[config.mk]
export PLATFORM = sky130hd
export DESIGN_NAME = pfm_queue
export DESIGN_NICKNAME = d
export VERILOG_FILES = /design/src/rtl/pfm_pkg.sv /design/src/rtl/pfm_queue.sv
export SDC_FILE = /design/constraint.sdc
export NUM_CORES = 1
export LEC_CHECK = 0
export BUFFER_PORTS_ARGS = -buffer_cell sky130_fd_sc_hd__buf_2
export CAP_MARGIN = 5
export CORE_MARGIN = 4
export CORE_UTILIZATION = 40
export CTS_CLUSTER_DIAMETER = 30
export CTS_CLUSTER_SIZE = 40
export DETAILED_ROUTE_END_ITERATION = 10
export GPL_ROUTABILITY_DRIVEN = 1
export SETUP_SLACK_MARGIN = 0.3
export SLEW_MARGIN = 5
export SYNTH_ARGS = -nofsm -noshare
export SYNTH_HDL_FRONTEND = slang
export SYNTH_SLANG_ARGS = --single-unit
export TNS_END_PERCENT = 5
[constraint.sdc]
create_clock -name clock -period 6.4 [get_ports clock]
set_input_delay 0.32 -clock clock [delete_from_list [all_inputs] [get_ports clock]]
set_output_delay 0.32 -clock clock [all_outputs]
set_load 0.01 [all_outputs]
[src/rtl/pfm_pkg.sv]
// pfm_pkg: shared types and codes of the packet flow monitor.
// No dependencies; every rtl file but pfm_div refers to it by scoped names.
package pfm_pkg;

   // input word kinds
   localparam logic [1:0] KIND_BYTE  = 2'd0;
   localparam logic [1:0] KIND_CLEAR = 2'd1;
   localparam logic [1:0] KIND_READ  = 2'd2;

   // statistic selectors
   localparam logic [3:0] SEL_PACKETS = 4'd0;
   localparam logic [3:0] SEL_IPV4    = 4'd1;
   localparam logic [3:0] SEL_IPV6    = 4'd2;
   localparam logic [3:0] SEL_TCP     = 4'd3;
   localparam logic [3:0] SEL_UDP     = 4'd4;
   localparam logic [3:0] SEL_SYN     = 4'd5;
   localparam logic [3:0] SEL_FIN     = 4'd6;
   localparam logic [3:0] SEL_RST     = 4'd7;
   localparam logic [3:0] SEL_MAXSRC  = 4'd8;
   localparam logic [3:0] SEL_MINDST  = 4'd9;
   localparam logic [3:0] SEL_FLOWS   = 4'd10;
   localparam logic [3:0] SEL_AVG_LEN = 4'd11;
   localparam logic [3:0] SEL_AVG_PKT = 4'd12;
   localparam logic [3:0] SEL_AVG_BYT = 4'd13;

   // flow status codes
   localparam logic [1:0] FS_MATCH = 2'd0;
   localparam logic [1:0] FS_NEW   = 2'd1;
   localparam logic [1:0] FS_FULL  = 2'd2;
   localparam logic [1:0] FS_NONE  = 2'd3;

   // result kinds
   localparam logic RK_FRAME = 1'b0;
   localparam logic RK_STAT  = 1'b1;

   // register indexes
   localparam logic CSR_SYN_MIN = 1'b0;
   localparam logic CSR_RATIO   = 1'b1;

   localparam logic [15:0] SYN_MIN_RESET = 16'd50;
   localparam logic [7:0]  RATIO_RESET   = 8'd5;
   localparam logic [15:0] PORT_MAX      = 16'hFFFF;
   localparam logic [15:0] ETH_IPV4      = 16'h0800;
   localparam logic [15:0] ETH_IPV6      = 16'h86DD;
   localparam logic [7:0]  PROTO_TCP     = 8'd6;
   localparam logic [7:0]  PROTO_UDP     = 8'd17;

   typedef struct packed {
      logic [1:0] kind;
      logic [7:0] data_byte;
      logic       last;
      logic [3:0] stat_select;
   } req_word_type;

   typedef struct packed {
      logic        result_kind;
      logic        flood_alert;
      logic [5:0]  flow_slot;
      logic [1:0]  flow_status;
      logic [31:0] stat_value;
   } rsp_word_type;

   typedef enum logic [1:0] {
      OP_FRAME,
      OP_CLEAR,
      OP_STAT
   } op_type;

   // classified work handed from front to back; class flags are pre-gated
   typedef struct packed {
      op_type      op;
      logic [3:0]  stat_select;
      logic [15:0] len;
      logic        counted;
      logic        is_v4;
      logic        is_v6;
      logic        is_tcp;
      logic        is_udp;
      logic        l4_good;
      logic        syn;
      logic        fin;
      logic        rst;
      logic [15:0] sport;
      logic [15:0] dport;
      logic [31:0] sip;
      logic [31:0] dip;
   } task_type;

   typedef enum logic [3:0] {
      ST_IDLE,
      ST_UPDATE,
      ST_READ,
      ST_COMPARE,
      ST_APPEND,
      ST_MULT,
      ST_FLOOD,
      ST_STAT,
      ST_DIVIDE,
      ST_OUT
   } back_state_type;

endpackage

[src/rtl/pfm_queue.sv]
// pfm_queue: four-entry task queue between front and back.
// Depends on pfm_pkg.
module pfm_queue (
   input  logic              clock,
   input  logic              reset,
   input  logic              push,
   input  pfm_pkg::task_type push_task,
   input  logic              pop,
   output logic              full,
   output logic              not_empty,
   output pfm_pkg::task_type head_task
);

   pfm_pkg::task_type store_ff [4];
   logic [1:0] wr_ff, wr_in, rd_ff, rd_in;
   logic [2:0] count_ff, count_in;
   logic       do_pop;

   assign full      = (count_ff == 3'd4);
   assign not_empty = (count_ff != 3'd0);
   assign head_task = store_ff[rd_ff];
   assign do_pop    = pop && not_empty;

   always_comb begin
      wr_in    = push ? wr_ff + 2'd1 : wr_ff;
      rd_in    = do_pop ? rd_ff + 2'd1 : rd_ff;
      count_in = count_ff + {2'd0, push} - {2'd0, do_pop};
   end

   always_ff @(posedge clock) begin
      if (reset) begin
         wr_ff    <= 2'd0;
         rd_ff    <= 2'd0;
         count_ff <= 3'd0;
      end else begin
         wr_ff    <= wr_in;
         rd_ff    <= rd_in;
         count_ff <= count_in;
      end
   end

   always_ff @(posedge clock) begin
      if (push) store_ff[wr_ff] <= push_task;
   end

endmodule

==> results of run 1 <==
state kept, by name, indices dropped and copies added, names as in the netlist, named ones only:
signal and flops:
store_ff 508, count_ff 3, rd_ff 2, wr_ff 2
worst min-delay path: stages:
cell,delay [ns]
buf_2,0.17
mux2i_1,0.09
nor2_1,0.07
synth_stat cells:
cell,count
buf_2,14
clkbuf_1,9
mux2i_1,1
xnor2_1,1
o31a_1,1
inv_1,6
edfxtp_1,508
buf_4,1
ha_1,6
and2_1,4
fa_1,1
and3_1,1
dfxtp_1,9
mux2_2,3
nor2_1,5
o311ai_0,1
nor2b_1,4
buf_6,2
mux4_2,127
xor3_1,1
buf_8,3
or3_1,1
how the worst min path moves through the flow:
| stage | to | slack [ns] | cells after the start |
|---|---|---|---|
| floorplan | store_ff[0][0]$_DFFE_PP_ | 0.42 | 0 |
| global placement | store_ff[1][57]$_DFFE_PP_ | 0.53 | 1 |
| detailed placement | store_ff[1][77]$_DFFE_PP_ | 0.54 | 1 |
| CTS | wr_ff[1]$_SDFFE_PP0P_ | 0.04 | 3 |
| global route | wr_ff[1]$_SDFFE_PP0P_ | 0.09 | 3 |
| finish | wr_ff[1]$_SDFFE_PP0P_ | 0.09 | 3 |
per-layer routing:
metal | up-vias | global-route usage | share of wire
met5 | - | 0 | 0.00018
met1 | 4664 | 0.200 | 0.42
li1 | 4059 | - | -
met2 | 282 | 0.247 | 0.49
met3 | 65 | 0.0491 | 0.066
met4 | 2 | 0.0587 | 0.022
final cells by class:
type,count,area (um^2),share of cell area
Multi-Input combinational cell,157,3140,0.123
Clock buffer,116,2640,0.104
Tap cell,607,759,0.0298
Clock inverter,70,773,0.0304
Antenna cell,2,5.00,0.000197
Timing Repair Buffer,400,2680,0.105
Sequential cell,517,15400,0.606
Inverter,6,22.5,0.000885
cell families after synthesis:
logic type / after synthesis / synth area share
buf+inv: 35 / 0.0107
mux: 131 / 0.155
compound gates: 2 / 0.000934
flops: 517 / 0.822
simple gates: 15 / 0.00433
fa+ha+maj: 7 / 0.00507
xor+xnor: 2 / 0.00173
per-stage QoR:
stage / setup slack (ns) / total power [uW] / hold slack [ns]
final: 3.37 / 10600 / 0.0893
after detailed placement: 3.83 / 5490 / 0.536
after global placement: 3.84 / 5470 / 0.532
after floorplan: 2.44 / 4970 / 0.419
after CTS: 3.24 / 10700 / 0.0408
after global routing: 3.17 / 11000 / 0.0869
power groups by stage:
stage,Sequential [uW],Clock (uW),Combinational [uW]
after global routing,3980,5440,1610
after detailed placement,4040,0,1450
after global placement,4030,0,1450
after CTS,3970,5250,1520
after floorplan,4020,0,957
final,3970,5150,1470
==> results.yml, run 1 <==
sta:
  post-route-min-period_ns: 3.03
  rsz0062_at_grt: "false"
  fin_tns_setup_ns: 0
  worst_pin_slew_ns: 1.01
  period_share: 0.474
  max_freq_mhz: 330
  finalHoldViolations: 0
  slew_violations: 0
  finalSetupViolCount: 0
  slew_headroom: 0.326
  fin_worst_skew_ns: 0.0218
clock_network:
  clock_path_buffers: 3
  cts_resized: 0
  cts_tree: "built"
  numCtsBuffers: 99
  clk_latency_ns: 0.61
  cts.sinks: 517
  root_buffer: "clkbuf_16"
  h-tree-depth: 3
  cts_setup_buffers: 0
  clk_pin_slew_worst_paths_ns: 0.04
  cts_hold_buf: 128
finish:
  final_common_cell: "edfxtp_1"
  final_cell_mix: "edfxtp_1 (508), buf_2 (259), dlygate4sd3_1 (128)"
  fin_nets: 1319
  drive_above_1_share: 0.451
  postLayoutCoreUtil: 0.548
  syn2layout_area_growth_pct: 35.7
  fin_area_mm2: 0.0255
  stdcell_count: 1875
  fillers: 3510
worst_setup_path:
  worstPathArrival_ns: 2.71
  worstPathRequired_ns: 6.08
  path_delay_family: "buffers and inverters"
  path_cells: "buf_4, mux4_2, buf_2"
  crit_buf_inv: 2
  crit_path_end: "head_task[0]"
  timing.rr.start: "wr_ff[0]$_SDFFE_PP0P_"
  crit_type: "flop to output port"
  r2r-end: "store_ff[0][118]$_DFFE_PP_"
  worst-path-stages: 3
  reg2reg_slack_ns: 3.89
  slowest_stage: "dfxtp_4"
  cpPeakStageDelay_ns: 0.73
  r2r_cells: 4
  setup.worst_path.end_class: "output port"
  crit_fanout: 48
  worstSetupStartpointType: "flop"
routing:
  ant_nets: 0
  wire_per_inst_um: 20.6
  totalWireLength_um: 38600
  dr_total_vias: 9072
  drtPass1Iterations: 6
  vias_per_cell: 4.84
  drc: 0
  dr.first_iter.drc_count: 549
outcome:
  status: "complete, no violations"
yosys:
  synth_top_cell_by_area: "edfxtp_1"
  netlist_top_cells_area: "edfxtp_1 (81%), mux4_2 (15%), dfxtp_1 (0.96%)"
  synth.top_cell.area_share: 0.813
  yosys_register_bits: 517
  syn_area_mm2: 0.0188
  synth_cell_types: 22
  yosysWarnings: 0
  yosysSeqAreaShare: 0.822
  synth_area_per_cell_um2: 26.5
  netlist_instances: 709
  syn-num-nets: 847
power:
  vdd_drop_max_v: 0.000323
  p_seq_frac: 0.375
  power.switching_uw: 2480
  clkPwrFrac: 0.486
  switching_share: 0.234
  p_int_uw: 8120
  p_per_area_mw_per_mm2: 416
  p_leak_uw: 0.00885
  combPwrFrac: 0.139
placed_design:
  placed_cells: 1559
  place_hpwl_um: 21400
  port-buffer-count: 259
  gp_congestion: 0.698
  place_area_mm2: 0.0208
global_routing:
  grt_max_degree: 63
  grt_pass1_vias: 10238
  antenna_found_initial: 3
  grt.overflow.total: 0
  track_usage: 0.154
  grt_pass1_wl_um: 59500
job:
  cap_violations: 0
floorplan:
  start_util: 0.404
  ios: 260
  std_cell_rows: 79
  core_area_mm2: 0.0465
  dieArea_mm2: 0.0504
  dieHeight_um: 225
  die_w_um: 225
hold_path:
  hold_class: "input pin to flop"
  hp-start: "push"
Note: power is estimated with default switching activity, not from simulation.
==> run 2: changes to the inputs <==
- clock period: 6.4 -> 3 ns (I/O delays scaled with it)
==> results.yml, run 2 (synthesis gave the netlist of run 1 again) <==
outcome:
  status: "complete, no violations"
floorplan:
  dieHeight_um: 225
  ios: 260
  std_cell_rows: 79
  dieArea_mm2: 0.0504
  core_area_mm2: 0.0465
  die_w_um: 225
  start_util: 0.404
finish:
  reg.largest.list: "store_ff: 508 flops, count_ff: 3 flops"
  antennaDiodeCount: 0
  final_common_cell: "edfxtp_1"
  fin_nets: 1333
  largest_reg_flops: 508
  registers.top_by_ff_count: "store_ff"
  final_cell_mix: "edfxtp_1 (508), buf_2 (259), dlygate4sd3_1 (131)"
  drive_above_1_share: 0.453
  syn2layout_area_growth_pct: 36.9
  stdcell_count: 1882
worst_setup_path:
  worstSetupStartpointType: "flop"
  crit_type: "flop to output port"
  worstPathRequired_ns: 2.85
  crit_fanout: 38
  timing.rr.start: "count_ff[1]$_SDFF_PP0_"
  setup.worst_path.end_class: "output port"
  r2r-end: "count_ff[2]$_SDFF_PP0_"
  reg2reg_slack_ns: 1.00
  worstPathArrival_ns: 2.26
  r2r_cells: 7
sta:
  worst_pin_slew_ns: 0.530
  slew_violations: 0
  finalHoldViolations: 0
  whs_ns: 0.287
  finalSetupViolCount: 0
  slew_headroom: 0.647
  rsz0062_at_grt: "false"
  period_share: 0.804
  post-route-min-period_ns: 2.41
  fin_worst_skew_ns: 0.0131
  max_freq_mhz: 414
global_routing:
  antenna_found_initial: 1
  grt.overflow.total: 0
  grt_pass1_vias: 10226
  grt_pass1_wl_um: 58900
  track_usage: 0.153
  grt_max_degree: 78
placed_design:
  gp_congestion: 0.702
  place_hpwl_um: 22000
  placed_cells: 1565
  port-buffer-count: 259
routing:
  totalWireLength_um: 38800
  dr_total_vias: 9203
  vias_per_cell: 4.89
  drc: 0
  dr.first_iter.drc_count: 533
  ant_nets: 0
  drtPass1Iterations: 5
  wire_per_inst_um: 20.6
hold_path:
  min_path_cells: 2
  hold_class: "input pin to flop"
  min_to: "store_ff[1][48]$_DFFE_PP_"
  hp-start: "push_task[48]"
job:
  cap_violations: 0
clock_network:
  cts_tree: "built"
  cts.sinks: 517
  numCtsBuffers: 103
  root_buffer: "clkbuf_16"
  clk_pin_slew_worst_paths_ns: 0.05
  h-tree-depth: 3
  clk_latency_ns: 0.61
  clock_path_buffers: 3
power:
  vdd_drop_max_v: 0.000714
  p_per_area_mw_per_mm2: 883
  p_leak_uw: 0.00891
==> run 2: cell count changes in the layout (fill, tap and decap cells not counted), sizes merged <==
cell | previous run | this run
bufinv | 13 | 12
dlygate4sd3 | 128 | 131
diode | 2 | 0
clkinv | 42 | 35
inv | 14 | 13
clkinvlp | 7 | 15
buf | 272 | 278
clkbuf | 116 | 117
==> run 2: critical path, stage by stage, from the launching register on <==
cell and delay, ns:
dfxtp_4 0.52, buf_12 0.34, mux4_2 0.58, buf_2 0.16
==> run 2: worst max-delay path by stage <==
stage / to
6_report: head_task[9]
5_1_grt: head_task[9]
4_1_cts: head_task[9]
3_5_place_dp: head_task[18]
3_3_place_gp: head_task[18]
2_1_floorplan: store_ff[2][0]$_DFFE_PP_
==> run 2: report_power, final <==
| group | internal (uW) | switching [uW] |
|---|---|---|
| clock | 7380 | 3550 |
| sequential | 8350 | 152 |
| combinational | 1660 | 1590 |
==> run 2: per-layer routing <==
| layer | share of wire | GRT usage |
|---|---|---|
| met1 | 0.43 | 0.205 |
| met2 | 0.49 | 0.243 |
| met3 | 0.068 | 0.0455 |
| met4 | 0.018 | 0.0532 |
| met5 | 0.00034 | 0 |
==> run 2: timing repair <==
item                                   in CTS  in global routing
buffers inserted                            0                  1
hold buffers                              131                  0
setup endpoints to repair                  11                 21
gates resized for setup                     1                  0
endpoints found under the hold margin     517                  0
==> run 2: cell type report <==
cell class                      count  area, um^2
Tap cell                          607         759
Inverter                            6        22.5
Multi-Input combinational cell    157        3140
Timing Repair Buffer              410        2930
Sequential cell                   517       15400
Clock buffer                      116        2670
Clock inverter                     69         732
Fill cell                        3540       20800
==> run 2: per-stage QoR <==
step / area, um^2 / utilization / setup slack (ns) / total power [uW] / setup TNS, ns
floorplan: 18800 / - / -0.958 / 10600 / -360.34
global placement: 21000 / 0.451 / 0.984 / 11800 / 0
detailed placement: 21000 / 0.451 / 0.946 / 11800 / 0
CTS: 25700 / 0.553 / 0.331 / 23000 / 0
global route: 25700 / 0.553 / 0.428 / 23600 / 0
finish: 25700 / 0.553 / 0.587 / 22700 / 0
==> run 3: changes to the inputs <==
- clock period: 3 -> 2 ns (I/O delays scaled with it)
==> results.yml, run 3 (synthesis gave the netlist of run 1 again) <==
clock_network:
  cts_tree: "built"
  clk_pin_slew_worst_paths_ns: 0.05
  numCtsBuffers: 103
  h-tree-depth: 3
  root_buffer: "clkbuf_16"
  clock_path_buffers: 3
  cts.sinks: 517
  clk_latency_ns: 0.62
worst_setup_path:
  setup.worst_path.end_class: "output port"
  timing.rr.start: "count_ff[2]$_SDFF_PP0_"
  crit_type: "flop to output port"
  path_cells: "buf_16, buf_12, mux4_2, buf_6"
  cpPeakStageDelay_ns: 0.55
  worstSetupStartpointType: "flop"
  slowest_stage: "mux4_2"
  crit_fanout: 11
  worstPathRequired_ns: 1.90
  worstPathArrival_ns: 2.14
sta:
  rsz0062_at_grt: "true"
  fin_tns_setup_ns: -20.81
  max_freq_mhz: 446
  whs_ns: 0.225
  slew_headroom: 0.649
  fin_worst_skew_ns: 0.0241
  finalHoldViolations: 0
  period_share: 1.12
  slew_violations: 0
  fin_ws_ns: -0.242
  worst_pin_slew_ns: 0.519
  post-route-min-period_ns: 2.24
  finalSetupViolCount: 127
finish:
  largest_reg_flops: 508
  fin_nets: 1347
  registers.top_by_ff_count: "store_ff"
  reg.largest.list: "store_ff: 508 flops, count_ff: 3 flops"
  fin_area_mm2: 0.0266
  antennaDiodeCount: 0
  final_cell_mix: "edfxtp_1 (508), buf_2 (207), dlygate4sd3_1 (130)"
  syn2layout_area_growth_pct: 41.6
  drive_above_1_share: 0.467
  final_common_cell: "edfxtp_1"
  stdcell_count: 1904
routing:
  vias_per_cell: 4.91
  ant_nets: 0
  totalWireLength_um: 39900
  dr_total_vias: 9354
  wire_per_inst_um: 20.9
  drtPass1Iterations: 5
  dr.first_iter.drc_count: 639
  drc: 0
floorplan:
  dieArea_mm2: 0.0504
  start_util: 0.404
  dieHeight_um: 225
  ios: 260
  die_w_um: 225
  std_cell_rows: 79
  core_area_mm2: 0.0465
job:
  cap_violations: 0
power:
  p_per_area_mw_per_mm2: 1360
  switching_share: 0.231
  p_leak_uw: 0.00928
  p_seq_frac: 0.352
  p_int_uw: 27700
  clkPwrFrac: 0.484
  power.switching_uw: 8330
  combPwrFrac: 0.164
  vdd_drop_max_v: 0.000786
outcome:
  failed_checks: "negative setup slack"
  status: "finished with violations"
hold_path:
  hold_class: "input pin to flop"
  hp-start: "push_task[82]"
placed_design:
  place_hpwl_um: 21600
  place_area_mm2: 0.0211
  placed_cells: 1572
  gp_congestion: 0.669
  port-buffer-count: 259
global_routing:
  grt_max_degree: 53
  grt.overflow.total: 0
  grt_pass1_wl_um: 61000
  grt_pass1_vias: 10347
  track_usage: 0.159
  antenna_found_initial: 2
==> run 3: area by class of cell <==
| cell class | count | area, um^2 |
|---|---|---|
| clock buffer | 113 | 2680 |
| timing repair buffer | 424 | 3580 |
| sequential | 517 | 15400 |
| multi-input combinational | 157 | 3150 |
| fill | 3407 | 19900 |
| clock inverter | 80 | 936 |
| tap | 607 | 759 |
| inverter | 6 | 22.5 |
==> run 3: per-layer routing <==
layer	vias to the layer above	share of wire	routed length (um)	GRT usage
met5	-	0.00058	23	0
met4	4	0.024	951	0.0644
met3	75	0.072	2860	0.0518
met2	304	0.48	19200	0.248
met1	4836	0.42	16900	0.210
li1	4135	-	-	-
==> run 3: path summary, 6_finish.rpt <==
kind,endpoint,slack [ns],cells past startpoint
setup / recovery,head_task[73],-0.24,4
hold / removal,store_ff[3][82]$_DFFE_PP_,0.22,2
setup reg to reg,count_ff[1]$_SDFF_PP0_,0.09,6
hold reg to reg,wr_ff[1]$_SDFFE_PP0P_,0.54,2
==> run 3: critical path, delay by kind of cell (launching register included) <==
kind	cells	cell delay, ns
muxes	1	0.55
buffers and inverters	3	0.52
DFF	1	0.43
==> run 3: stage by stage <==
step | worst slack [ns] | total power [uW] | util
floorplan | 0.146 | 15900 | -
global placement | 0.111 | 17900 | 0.455
detailed placement | 0.0753 | 17900 | 0.455
CTS | -0.325 | 36300 | 0.569
global route | -0.326 | 37500 | 0.572
finish | -0.242 | 36100 | 0.572
==> run 3: what timing repair did <==
item	4_1_cts	5_1_grt
endpoints found under the hold margin	517	0
setup buffers	3	3
endpoints found under the setup margin	129	129
resized for setup	44	20
gates cloned	2	1
hold buffers	130	0
pin swaps	4	3
==> run 3: power groups by stage <==
| stage | sequential [uW] | combinational [uW] | clock, uW |
|---|---|---|---|
| 3_3_place_gp | 12800 | 5030 | 0 |
| 3_5_place_dp | 12900 | 5040 | 0 |
| 6_report | 12700 | 5930 | 17400 |
| 2_1_floorplan | 12800 | 3070 | 0 |
| 5_1_grt | 12700 | 6380 | 18400 |
| 4_1_cts | 12700 | 5860 | 17800 |
