--- src/rtl/pfm_pkg.sv ---
// pfm_pkg: shared types and codes of the packet flow monitor.
// No dependencies; every rtl file but pfm_div refers to it by scoped names.
package pfm_pkg;

   // input word kinds
   localparam logic [1:0] KIND_BYTE  = 2'd0;
   localparam logic [1:0] KIND_CLEAR = 2'd1;
   localparam logic [1:0] KIND_READ  = 2'd2;

   // statistic selectors
   localparam logic [3:0] SEL_PACKETS = 4'd0;
   localparam logic [3:0] SEL_IPV4    = 4'd1;
   localparam logic [3:0] SEL_IPV6    = 4'd2;
   localparam logic [3:0] SEL_TCP     = 4'd3;
   localparam logic [3:0] SEL_UDP     = 4'd4;
   localparam logic [3:0] SEL_SYN     = 4'd5;
   localparam logic [3:0] SEL_FIN     = 4'd6;
   localparam logic [3:0] SEL_RST     = 4'd7;
   localparam logic [3:0] SEL_MAXSRC  = 4'd8;
   localparam logic [3:0] SEL_MINDST  = 4'd9;
   localparam logic [3:0] SEL_FLOWS   = 4'd10;
   localparam logic [3:0] SEL_AVG_LEN = 4'd11;
   localparam logic [3:0] SEL_AVG_PKT = 4'd12;
   localparam logic [3:0] SEL_AVG_BYT = 4'd13;

   // flow status codes
   localparam logic [1:0] FS_MATCH = 2'd0;
   localparam logic [1:0] FS_NEW   = 2'd1;
   localparam logic [1:0] FS_FULL  = 2'd2;
   localparam logic [1:0] FS_NONE  = 2'd3;

   // result kinds
   localparam logic RK_FRAME = 1'b0;
   localparam logic RK_STAT  = 1'b1;

   // register indexes
   localparam logic CSR_SYN_MIN = 1'b0;
   localparam logic CSR_RATIO   = 1'b1;

   localparam logic [15:0] SYN_MIN_RESET = 16'd50;
   localparam logic [7:0]  RATIO_RESET   = 8'd5;
   localparam logic [15:0] PORT_MAX      = 16'hFFFF;
   localparam logic [15:0] ETH_IPV4      = 16'h0800;
   localparam logic [15:0] ETH_IPV6      = 16'h86DD;
   localparam logic [7:0]  PROTO_TCP     = 8'd6;
   localparam logic [7:0]  PROTO_UDP     = 8'd17;

   typedef struct packed {
      logic [1:0] kind;
      logic [7:0] data_byte;
      logic       last;
      logic [3:0] stat_select;
   } req_word_type;

   typedef struct packed {
      logic        result_kind;
      logic        flood_alert;
      logic [5:0]  flow_slot;
      logic [1:0]  flow_status;
      logic [31:0] stat_value;
   } rsp_word_type;

   typedef enum logic [1:0] {
      OP_FRAME,
      OP_CLEAR,
      OP_STAT
   } op_type;

   // classified work handed from front to back; class flags are pre-gated
   typedef struct packed {
      op_type      op;
      logic [3:0]  stat_select;
      logic [15:0] len;
      logic        counted;
      logic        is_v4;
      logic        is_v6;
      logic        is_tcp;
      logic        is_udp;
      logic        l4_good;
      logic        syn;
      logic        fin;
      logic        rst;
      logic [15:0] sport;
      logic [15:0] dport;
      logic [31:0] sip;
      logic [31:0] dip;
   } task_type;

   typedef enum logic [3:0] {
      ST_IDLE,
      ST_UPDATE,
      ST_READ,
      ST_COMPARE,
      ST_APPEND,
      ST_MULT,
      ST_FLOOD,
      ST_STAT,
      ST_DIVIDE,
      ST_OUT
   } back_state_type;

endpackage

--- src/rtl/pfm_front.sv ---
// pfm_front: byte-wise header capture and frame classification.
// Depends on pfm_pkg.
module pfm_front (
   input  logic                  clock,
   input  logic                  reset,
   input  logic                  accept,
   input  pfm_pkg::req_word_type word,
   output logic                  push,
   output pfm_pkg::task_type     task_word
);

   logic [15:0] pos_ff, pos_in, len_c;
   logic [7:0]  et_hi_ff, et_hi_in, et_lo_ff, et_lo_in, proto_ff, proto_in;
   logic [3:0]  ihl_ff, ihl_in;
   logic [31:0] sip_ff, sip_in, dip_ff, dip_in;
   logic [15:0] sport_ff, sport_in, dport_ff, dport_in;
   logic [2:0]  flags_ff, flags_in;
   logic [15:0] p, l4, l3, l4_len;
   logic [5:0]  hlen;
   logic [7:0]  d;
   logic        cnt, v4, v6, ipok, tcp, udp, l4ok;

   assign p = pos_ff;
   assign d = word.data_byte;

   always_comb begin
      et_hi_in = (p == 16'd12) ? d : et_hi_ff;
      et_lo_in = (p == 16'd13) ? d : et_lo_ff;
      ihl_in   = (p == 16'd14) ? d[3:0] : ihl_ff;
      proto_in = (p == 16'd23) ? d : proto_ff;
      sip_in   = sip_ff;
      dip_in   = dip_ff;
      if (p == 16'd26) sip_in[31:24] = d;
      if (p == 16'd27) sip_in[23:16] = d;
      if (p == 16'd28) sip_in[15:8]  = d;
      if (p == 16'd29) sip_in[7:0]   = d;
      if (p == 16'd30) dip_in[31:24] = d;
      if (p == 16'd31) dip_in[23:16] = d;
      if (p == 16'd32) dip_in[15:8]  = d;
      if (p == 16'd33) dip_in[7:0]   = d;
      // transport offset follows IHL, including the IHL byte itself
      l4       = 16'd14 + {10'd0, ihl_in, 2'b00};
      sport_in = sport_ff;
      dport_in = dport_ff;
      flags_in = flags_ff;
      if (p == l4)          sport_in[15:8] = d;
      if (p == l4 + 16'd1)  sport_in[7:0]  = d;
      if (p == l4 + 16'd2)  dport_in[15:8] = d;
      if (p == l4 + 16'd3)  dport_in[7:0]  = d;
      if (p == l4 + 16'd13) flags_in       = d[2:0];
      len_c = (pos_ff == pfm_pkg::PORT_MAX) ? pos_ff : pos_ff + 16'd1;
      hlen   = {ihl_in, 2'b00};
      l3     = len_c - 16'd14;
      l4_len = l3 - {10'd0, hlen};
      cnt  = (len_c >= 16'd14);
      v6   = cnt && ({et_hi_in, et_lo_in} == pfm_pkg::ETH_IPV6);
      v4   = cnt && ({et_hi_in, et_lo_in} == pfm_pkg::ETH_IPV4);
      ipok = v4 && (l3 >= 16'd20) && (l3 >= {10'd0, hlen});
      tcp  = ipok && (proto_in == pfm_pkg::PROTO_TCP);
      udp  = ipok && (proto_in == pfm_pkg::PROTO_UDP);
      l4ok = (tcp && (l4_len >= 16'd20)) || (udp && (l4_len >= 16'd8));
      pos_in = pos_ff;
      if (accept) begin
         if (word.kind == pfm_pkg::KIND_BYTE) pos_in = word.last ? 16'd0 : len_c;
         else if (word.kind == pfm_pkg::KIND_CLEAR) pos_in = 16'd0;
      end
   end

   always_comb begin
      push = accept && ((word.kind == pfm_pkg::KIND_CLEAR) ||
                        (word.kind == pfm_pkg::KIND_READ) ||
                        ((word.kind == pfm_pkg::KIND_BYTE) && word.last));
      task_word.op = (word.kind == pfm_pkg::KIND_CLEAR) ? pfm_pkg::OP_CLEAR :
                     (word.kind == pfm_pkg::KIND_READ)  ? pfm_pkg::OP_STAT :
                                                          pfm_pkg::OP_FRAME;
      task_word.stat_select = word.stat_select;
      task_word.len     = len_c;
      task_word.counted = cnt;
      task_word.is_v4   = v4;
      task_word.is_v6   = v6;
      task_word.is_tcp  = tcp;
      task_word.is_udp  = udp;
      task_word.l4_good = l4ok;
      task_word.syn     = tcp && l4ok && flags_in[1];
      task_word.fin     = tcp && l4ok && flags_in[0];
      task_word.rst     = tcp && l4ok && flags_in[2];
      task_word.sport   = sport_in;
      task_word.dport   = dport_in;
      task_word.sip     = sip_in;
      task_word.dip     = dip_in;
   end

   always_ff @(posedge clock) begin
      if (reset) pos_ff <= 16'd0;
      else       pos_ff <= pos_in;
   end

   always_ff @(posedge clock) begin
      if (accept && (word.kind == pfm_pkg::KIND_BYTE)) begin
         et_hi_ff <= et_hi_in;
         et_lo_ff <= et_lo_in;
         ihl_ff   <= ihl_in;
         proto_ff <= proto_in;
         sip_ff   <= sip_in;
         dip_ff   <= dip_in;
         sport_ff <= sport_in;
         dport_ff <= dport_in;
         flags_ff <= flags_in;
      end
   end

endmodule

--- config.mk ---
export PLATFORM = sky130hd
export DESIGN_NAME = pfm_front
export DESIGN_NICKNAME = d
export VERILOG_FILES = /design/src/rtl/pfm_pkg.sv /design/src/rtl/pfm_front.sv
export SDC_FILE = /design/constraint.sdc
export NUM_CORES = 1
export LEC_CHECK = 0
export BUFFER_PORTS_ARGS = -buffer_cell sky130_fd_sc_hd__buf_2
export CAP_MARGIN = 15
export CORE_MARGIN = 2
export CORE_UTILIZATION = 30
export CTS_CLUSTER_DIAMETER = 60
export DETAILED_ROUTE_END_ITERATION = 10
export SLEW_MARGIN = 10
export SYNTH_ARGS = -nofsm -noshare
export SYNTH_HDL_FRONTEND = slang
export SYNTH_SLANG_ARGS = --single-unit
--- constraint.sdc ---
create_clock -name clock -period 11.2 [get_ports clock]
set_clock_uncertainty 0.2 [all_clocks]
set_input_delay 0.56 -clock clock [delete_from_list [all_inputs] [get_ports clock]]
set_output_delay 0.56 -clock clock [all_outputs]
set_load 0.01 [all_outputs]
==> reports/results.txt, run 1 <==
Worst reg2reg setup slack -> 6250 ps
Port buffer count -> 137
Leak pwr -> 0.00374 µW
Postcts setup bufs -> 0
Initial Utilization -> 30.5%
Psw -> 272 µW
Library cells used by synthesis -> 83
Max FO, Critical Path -> 11
Routed wire length -> 23500 µm
Synthesized area -> 8480 µm²
Number of global-route vias before repair -> 6036
Post-synth EDFFs -> 127
Syn-to-layout area delta -> 17.3%
Avg Inst Size Synth -> 11.6 µm²
Peak VDD IR -> 71.9 µV
GPL Wtd Cong -> 0.895
Sequential share of power -> 48.3%
Setup violations, final -> 0
First-pass GRT wire length -> 35500 µm
Largest net degree at the start of global routing -> 80
CTS root buf -> clkbuf_16
I/O pin total -> 146
Fillcell total -> 2807
GRT overflow -> 0
FF-to-FF Start -> p[8]$_SDFFE_PP0P_
Sequential cell area -> 4130 µm²
Layout cells sized above 1 -> 35.3%
Drc violations -> 0
Die W -> 172 µm
Max-cap violations -> 0
Setup TNS -> 0 ps
Area of the multi-input gates -> 3930 µm²
Highest Clock Rate -> 0.159 GHz
Clock power frac -> 46.3%
Warnings, synthesis -> 0
Status -> finished clean
Worst-Margin Slew -> 1040 ps
Hold Path Sink -> p[8]$_SDFFE_PP0P_
Worst r2r path cells -> 11
Cts repair resizes -> 0
Antenna Cells -> 0
Core Region -> 27800 µm²
Post-synthesis sequential area ratio -> 48.8%
Overall Global Routing Usage -> 15.8%
Fin. Hold Viols -> 0
CTS Buf Count -> 17
Gate Count Post-Synth -> 733
CTS clk-pin slew, worst paths -> 70 ps
CTS Buffer Depth -> 2
Reg-to-reg critical path endpoint -> sport_ff[5]$_DFFE_PP_
Drt pass-1 iters -> 5
Crit Path Class -> flip-flop to output port
Power, Total -> 1230 µW
Nets -> 873
Final period util -> 56.1%
Slew headroom -> 31.0%
Critical Path End Type -> output port
Routed vias/inst -> 5.16
Detailed-route via count -> 6333
Drt wl/cell -> 19.1 µm
RSZ-0062 raised after global routing -> false
Setup crit start kind -> flip-flop
Crit path required time -> 10440 ps
Power Dens Cells -> 124 nW/µm²
Sw frac -> 22.1%
Hold Buf Count CTS -> 0
Chip height -> 172 µm
Final ANT Viol Nets -> 0
Die ar. -> 29600 µm²
# clock sinks -> 143
First-iteration detailed-routing DRC count -> 500
Post-DP HPWL -> 16500 µm
P_int -> 958 µW
Top_reg_cell synth -> edfxtp_1
Combinational share of power -> 5.5%
Antenna violations before repair -> 0
Worst Path Arrival -> 5530 ps
Clk_lat worst skew -> 430 ps
Tmin final -> 6290 ps
Worst hold path class -> primary input to flip-flop
Placed cell area -> 9370 µm²
Design Area, Final -> 9940 µm²
H-tree levels -> 4
WHS Path Cells -> 2
Mapped Nets -> 768
Yosys reg bits -> 143
CTS tree -> done
Ys async rst share -> 0%
Final max-slew violation count -> 0
Min-delay src -> reset
Row cnt -> 61
-- cell type report --
class,count,share of cell area [%]
Clock buffer,18,4.32
Clock inverter,12,1.47
Inverter,30,1.13
Multi-Input combinational cell,504,39.5
Sequential cell,143,41.6
Tap cell,378,4.76
Timing Repair Buffer,142,7.27
-- synthesized netlist by cell type, types with 3 or more instances --
master | count | area [µm²]
buf_6 | 3 | 33.8
nor2_1 | 30 | 113
and3_1 | 8 | 50.1
clkbuf_1 | 22 | 82.6
or4_1 | 7 | 52.6
a22oi_1 | 12 | 90.1
xor2_1 | 11 | 96.3
buf_4 | 15 | 113
and2_1 | 5 | 31.3
o2111ai_1 | 3 | 26.3
and4_1 | 7 | 61.3
dfxtp_1 | 16 | 320
nor3b_1 | 5 | 37.5
nor2b_1 | 5 | 31.3
edfxtp_1 | 127 | 3810
a21oi_2 | 3 | 26.3
inv_1 | 28 | 105
a21oi_1 | 23 | 115
mux2_2 | 95 | 1070
nand4_1 | 17 | 106
a31oi_1 | 6 | 37.5
o21ai_1 | 3 | 15.0
nand2b_1 | 6 | 37.5
xnor2_1 | 11 | 96.3
nor4_4 | 3 | 63.8
nor4_2 | 3 | 37.5
a211oi_1 | 4 | 30.0
nor4_1 | 8 | 50.1
ha_1 | 16 | 200
o21ai_0 | 43 | 215
nor3_1 | 17 | 85.1
nand2_1 | 55 | 206
or3_1 | 6 | 37.5
nand4b_1 | 5 | 43.8
nand3_1 | 15 | 75.1
buf_2 | 14 | 70.1
mux2i_1 | 9 | 90.1
nand4_2 | 6 | 75.1
-- per-stage QoR --
stage / utilization, % / std cells / hold slack, ps / setup WS (ps)
after floorplan: - / 733 / 320 / 6020
after global placement: 33.7 / 1197 / 344 / 5570
after detailed placement: 33.7 / 1197 / 350 / 5380
after CTS: 35.8 / 1227 / 305 / 4910
after global routing: 35.8 / 1227 / 327 / 4520
final: 35.8 / 1227 / 315 / 4910
-- critical path, cell delays in order (launching register included) --
cell       delay, ps
dfxtp_1          550
ha_1             470
and3_1           380
nand4_1          330
a21oi_1          380
or2_2            170
ha_1             160
inv_1             60
fa_1             400
nand2_1          120
nand2b_1          90
a21oi_1          470
maj3_1           270
nand4_1          100
a311o_1          340
or4_1            520
o2bb2ai_1        150
buf_2            160
-- per-layer routing --
metal | vias to the layer above | share of wire, % | global-route usage [%] | wire length, µm
met1 | 3128 | 46 | 21.1 | 10900
li1 | 3000 | - | - | -
met2 | 181 | 47 | 25.8 | 11200
met5 | - | 0 | 0 | 0
met3 | 24 | 4.6 | 2.98 | 1070
met4 | 0 | 1.5 | 4.93 | 362
-- worst max-delay path by stage --
stage                     slack (ps)                 to  cells after the start               from
after CTS                       4910      task_word[99]                     17  p[0]$_SDFFE_PP0P_
after detailed placement        5380      task_word[99]                     17  p[0]$_SDFFE_PP0P_
after floorplan                 6020  p[5]$_SDFFE_PP0P_                      6           word[13]
after global placement          5570      task_word[99]                     17  p[0]$_SDFFE_PP0P_
after global routing            4520      task_word[99]                     17  p[0]$_SDFFE_PP0P_
final                           4910      task_word[99]                     17  p[0]$_SDFFE_PP0P_
-- state kept, by name (all words and copies together) (netlist names) --
signal    cells
p            16
dport_ff     16
et_hi_ff      8
sport_ff     16
ihl_ff        4
dip_ff       32
et_lo_ff      8
flags_ff      3
sip_ff       32
proto_ff      8
-- cells by family after synthesis --
group	synth area share (%)
fa+ha+maj	2.72
simple gates	15.4
flops	48.8
compound gates	11.2
buf+inv	4.96
xor+xnor	2.92
mux	14.0
-- placed cells by master (no fill, tap or decap), types with 4 or more instances in the layout --
| cell | n |
|---|---|
| nand4_2 | 6 |
| nand4_1 | 17 |
| buf_4 | 5 |
| xnor2_1 | 11 |
| a21oi_1 | 23 |
| nor3b_1 | 5 |
| and2_1 | 4 |
| mux2_2 | 95 |
| o21ai_0 | 43 |
| nand4b_1 | 5 |
| nand2b_1 | 6 |
| nor2_1 | 30 |
| inv_1 | 28 |
| buf_2 | 137 |
| edfxtp_1 | 127 |
| dfxtp_1 | 16 |
| or3_1 | 6 |
| clkbuf_16 | 17 |
| mux2i_1 | 9 |
| and3_1 | 8 |
| nor2b_1 | 5 |
| nor4_1 | 8 |
| nor3_1 | 17 |
| nand2_1 | 55 |
| ha_1 | 16 |
| a22oi_1 | 12 |
| or4_1 | 7 |
| a211oi_1 | 4 |
| a31oi_1 | 6 |
| and4_1 | 7 |
| nand3_1 | 15 |
| xor2_1 | 11 |
-- power by group through the flow --
stage	Combinational (µW)	Sequential, µW	Clock (µW)
after floorplan	41.7	605	0
after global placement	68.3	604	0
after detailed placement	68.7	605	0
after CTS	69.0	593	582
after global routing	75.0	594	601
final	67.5	593	569
No activity file was read; power rests on OpenSTA's default activity.
==> inputs of run 2 (changes only) <==
- clock period: 11.2 -> 6.5 ns (I/O delays scaled with it)
==> run 2 against run 1 <==
  * Non-clock buffer count is 2 higher
  * Setup slack worse by 4400 ps
  * Cell area hardly changed
  * Count of clock-buffer cells in the layout stayed put
  * Routed wire length is 0.27% lower
  * Sequential share of layout area hardly changed
  * Clock power is 69% higher
  * Flip-flop and latch count stayed put
  * Largest power group unchanged
==> reports/results.txt, run 2 (synthesized netlist as in run 1, its figures left out) <==
RSZ-0062 raised after global routing -> false
Final period util -> 92.1%
Met3 usage -> 3.32%
Drt wl/cell -> 19.0 µm
Antenna Cells -> 0
Chip height -> 172 µm
Setup TNS -> 0 ps
Power Dens Cells -> 211 nW/µm²
Initial Utilization -> 30.5%
Layout cells sized above 1 -> 35.8%
Number of global-route vias before repair -> 5930
Top Registers -> dip_ff x32, sip_ff x32
Die W -> 172 µm
GR peak layer -> met2
GRT overflow -> 0
Cts repair resizes -> 0
Max FO, Critical Path -> 11
Drc violations -> 0
Overall Global Routing Usage -> 15.9%
Fin. Hold Viols -> 0
Commonest non-fill, non-tap cell in the layout -> buf_2
Row cnt -> 61
Peak VDD IR -> 126 µV
Worst Path Arrival -> 5460 ps
I/O pin total -> 146
Slowest cell on the critical path -> dfxtp_1
Postcts setup bufs -> 0
Critical Path End Type -> output port
Crit path required time -> 5970 ps
Nets -> 875
CTS tree -> done
CP peak stage delay -> 590 ps
CTS root buf -> clkbuf_16
Detailed-route via count -> 6261
Crit Path Class -> flip-flop to output port
Core Region -> 27800 µm²
Final ANT Viol Nets -> 0
Hold slack -> 87.0 ps
Slew headroom -> 33.5%
Max-cap violations -> 0
Largest net degree at the start of global routing -> 78
Commonest cells after routing, fill and taps aside -> 137 x buf_2, 127 x edfxtp_1, 95 x mux2_2
Port buffer count -> 137
Final max-slew violation count -> 0
Die ar. -> 29600 µm²
Syn-to-layout area delta -> 17.4%
Met1 Track Usage GR -> 21.4%
Leak pwr -> 0.00375 µW
Antenna violations before repair -> 0
First-pass GRT wire length -> 35500 µm
Status -> finished clean
Setup crit start kind -> flip-flop
# clock sinks -> 143
Worst-Margin Slew -> 998 ps
GPL Wtd Cong -> 0.880
Highest Clock Rate -> 0.167 GHz
CTS Buf Count -> 17
CTS clk-pin slew, worst paths -> 60 ps
Worst hold path class -> primary input to flip-flop
CTS Buffer Depth -> 2
Tmin final -> 5990 ps
Clk_lat worst skew -> 420 ps
CP cell instances -> ha_1 > and3_1 > nand4_1 > a21oi_1 > or2_2 > ha_1 > inv_1 > fa_1 > nand2_1 > nand2b_1 > a21oi_1 > maj3_1 > nand4_1 > a311o_1 > or4_1 > o2bb2ai_1 > buf_2
Hold Buf Count CTS -> 0
H-tree levels -> 4
Post-DP HPWL -> 16400 µm
First-iteration detailed-routing DRC count -> 485
Routed vias/inst -> 5.09
Global Route met2 Usage -> 25.9%
Routed wire length -> 23400 µm
Setup violations, final -> 0
Drt pass-1 iters -> 5
## run 2: critical path: cells and delay by family, from the launching register on
kind	cells	cell delay [ps]
AO/OA/AOI/OAI	4	1320
adder cells (fa/ha/maj)	4	1340
buffers and inverters	2	210
flip-flops	1	590
AND/OR/NAND/NOR	7	1580
## run 2: area by class of cell
class / instances / area [µm²]
clock buffers: 18 / 429
clock inverters: 13 / 140
fillers: 2820 / 17800
inverters: 30 / 113
multi-input cells: 504 / 3930
flip-flops and latches: 143 / 4130
well taps: 378 / 473
repair buffers: 144 / 738
## run 2: routing by layer
layer  part of all wire (%)  vias to the layer above
met1                     47                     3084
met3                    4.4                       16
met4                    1.2                        0
li1                       -                     2997
met5                      0                        -
met2                     48                      164
## run 2: worst paths after layout
kind                        start  slack, ps  depth (start not counted)                     to
max             p[0]$_SDFFE_PP0P_        510                         17          task_word[99]
min                         reset         90                          2     p[14]$_SDFFE_PP0P_
max reg2reg     p[8]$_SDFFE_PP0P_       1540                         11  sport_ff[5]$_DFFE_PP_
min reg2reg  dip_ff[14]$_DFFE_PP_        360                          1   dip_ff[14]$_DFFE_PP_
## run 2: through the flow
step                      instances  worst slack, ps  cell area (µm²)  total power, µW  utilization, %
after floorplan                 733             1560             8480             1110               -
after detailed placement       1199              981             9380             1160            33.8
final                          1230              514             9950             2100            35.8
after global routing           1230              143             9950             2180            35.8
after CTS                      1230              500             9950             2130            35.8
after global placement         1199              968             9380             1160            33.8
## run 2: power breakdown
part           total (µW)  internal (µW)  switching, µW  leakage, µW
combinational         116           38.2           78.3      0.00219
clock                 963            564            399     0.000270
sequential           1020           1020           5.16      0.00130
total                2100           1620            483      0.00375
==> inputs of run 3 (changes only) <==
- CORE_UTILIZATION: 30 -> 38
- clock period: 6.5 -> 7.5 ns (I/O delays scaled with it)
==> run 3 against run 2 <==
  * Critical path depth unchanged
  * Non-clock buffer count down 2
  * First-iteration DRC count up 24%
  * Sequential share of layout area up 0.63 points
  * Final cell count down 8.1%
  * Register-to-register slack better by 1000 ps
  * Core utilization up 9.0 points
  * Cell area down 1.5%
  * Routed wire length down 5.2%
  * Combinational power down 14%
==> reports/results.txt, run 3 (synthesized netlist as in run 1, its figures left out) <==
I/O pin total -> 146
H-tree levels -> 4
Commonest non-fill, non-tap cell in the layout -> buf_2
Crit path required time -> 6920 ps
CTS Buf Count -> 17
GPL Wtd Cong -> 0.905
Slew headroom -> 33.7%
Worst-Margin Slew -> 990 ps
Drt wl/cell -> 19.6 µm
Worst hold path class -> primary input to flip-flop
Top Registers -> dip_ff x32, sip_ff x32
Die ar. -> 23500 µm²
Layout cells sized above 1 -> 35.6%
Routed wire length -> 22200 µm
# clock sinks -> 143
RSZ-0062 raised after global routing -> false
Worst Path Arrival -> 5440 ps
Commonest cells after routing, fill and taps aside -> 137 x buf_2, 127 x edfxtp_1, 95 x mux2_2
Worst r2r path cells -> 11
Final period util -> 80.2%
Leak pwr -> 0.00374 µW
Final max-slew violation count -> 0
Syn-to-layout area delta -> 15.6%
Setup crit start kind -> flip-flop
CTS Buffer Depth -> 2
Antenna Cells -> 0
CTS clk-pin slew, worst paths -> 70 ps
Peak VDD IR -> 140 µV
Postcts setup bufs -> 0
Die W -> 153 µm
Critical Path End Type -> output port
Placed cells -> 1099
Port buffer count -> 137
Fin. Hold Viols -> 0
Crit Path Class -> flip-flop to output port
Max-cap violations -> 0
Highest Clock Rate -> 0.166 GHz
CTS tree -> done
Nets -> 873
Drc violations -> 0
First-iteration detailed-routing DRC count -> 600
Reg-to-reg critical path endpoint -> sport_ff[12]$_DFFE_PP_
Tmin final -> 6020 ps
Power Dens Cells -> 185 nW/µm²
Largest net degree at the start of global routing -> 77
Chip height -> 153 µm
Row cnt -> 54
FF-to-FF Start -> p[3]$_SDFFE_PP0P_
Hold Buf Count CTS -> 0
First-pass GRT wire length -> 34300 µm
Final ANT Viol Nets -> 0
Final Non-Filler Cells -> 1130
Setup violations, final -> 0
Core Region -> 21900 µm²
Core Util, Final -> 44.8%
GRT overflow -> 0
Drt pass-1 iters -> 5
Number of global-route vias before repair -> 5766
Detailed-route via count -> 6317
CTS root buf -> clkbuf_16
Initial Utilization -> 38.7%
Clk_lat worst skew -> 420 ps
Status -> finished clean
Antenna violations before repair -> 0
Min-delay src -> reset
Setup TNS -> 0 ps
Overall Global Routing Usage -> 18.6%
Fillcell total -> 2097
Routed vias/inst -> 5.59
Hold Path Sink -> p[12]$_SDFFE_PP0P_
Post-DP HPWL -> 15200 µm
Max FO, Critical Path -> 11
Cts repair resizes -> 0
WHS Path Cells -> 2
Worst reg2reg setup slack -> 2550 ps
run 3: power breakdown:
group / switching (µW) / total (µW) / internal (µW)
clock network: 368 / 829 / 461
registers: 4.40 / 886 / 881
logic: 66.6 / 99.7 / 33.1
total: 439 / 1810 / 1380
run 3: through the flow:
stage	setup slack (ps)	hold WS (ps)	cell area, µm²	power [µW]
after detailed placement	2000	350	9250	1000
after CTS	1540	120	9800	1830
after global routing	1100	146	9800	1870
after floorplan	2510	320	8480	966
final	1480	133	9800	1810
after global placement	2100	342	9250	1000
run 3: worst max-delay path by stage:
stage | endpoint | slack (ps) | cells after the start | start
floorplan | p[5]$_SDFFE_PP0P_ | 2510 | 6 | word[13]
detailed placement | task_word[99] | 2000 | 17 | p[0]$_SDFFE_PP0P_
global placement | task_word[99] | 2100 | 17 | p[0]$_SDFFE_PP0P_
CTS | task_word[99] | 1540 | 17 | p[0]$_SDFFE_PP0P_
finish | task_word[99] | 1480 | 17 | p[0]$_SDFFE_PP0P_
global route | task_word[99] | 1100 | 17 | p[0]$_SDFFE_PP0P_
run 3: critical path: stages, from the launching register on:
cell	delay, ps
dfxtp_1	570
ha_1	450
and3_1	360
nand4_1	340
a21oi_1	350
or2_2	160
ha_1	150
inv_1	50
fa_1	400
nand2_1	100
nand2b_1	70
a21oi_1	450
maj3_1	270
nand4_1	90
a311o_1	340
or4_1	540
o2bb2ai_1	150
buf_2	160
run 3: cell type report:
class | instances | area [µm²] | share of cell area [%]
Clock inverter | 14 | 133 | 1.35
Timing Repair Buffer | 142 | 723 | 7.38
Tap cell | 280 | 350 | 3.57
Sequential cell | 143 | 4130 | 42.2
Multi-Input combinational cell | 504 | 3930 | 40.0
Inverter | 30 | 113 | 1.15
Clock buffer | 17 | 425 | 4.34
run 3: metal layers:
layer / vias to the layer above / global-route usage [%] / wire, µm / share of wire (%)
li1: 3002 / - / - / -
met1: 3098 / 26.7 / 10400 / 47
met2: 194 / 29.1 / 10300 / 46
met3: 23 / 2.86 / 1140 / 5.1
met4: 0 / 5.46 / 338 / 1.5
met5: - / 0 / 0 / 0
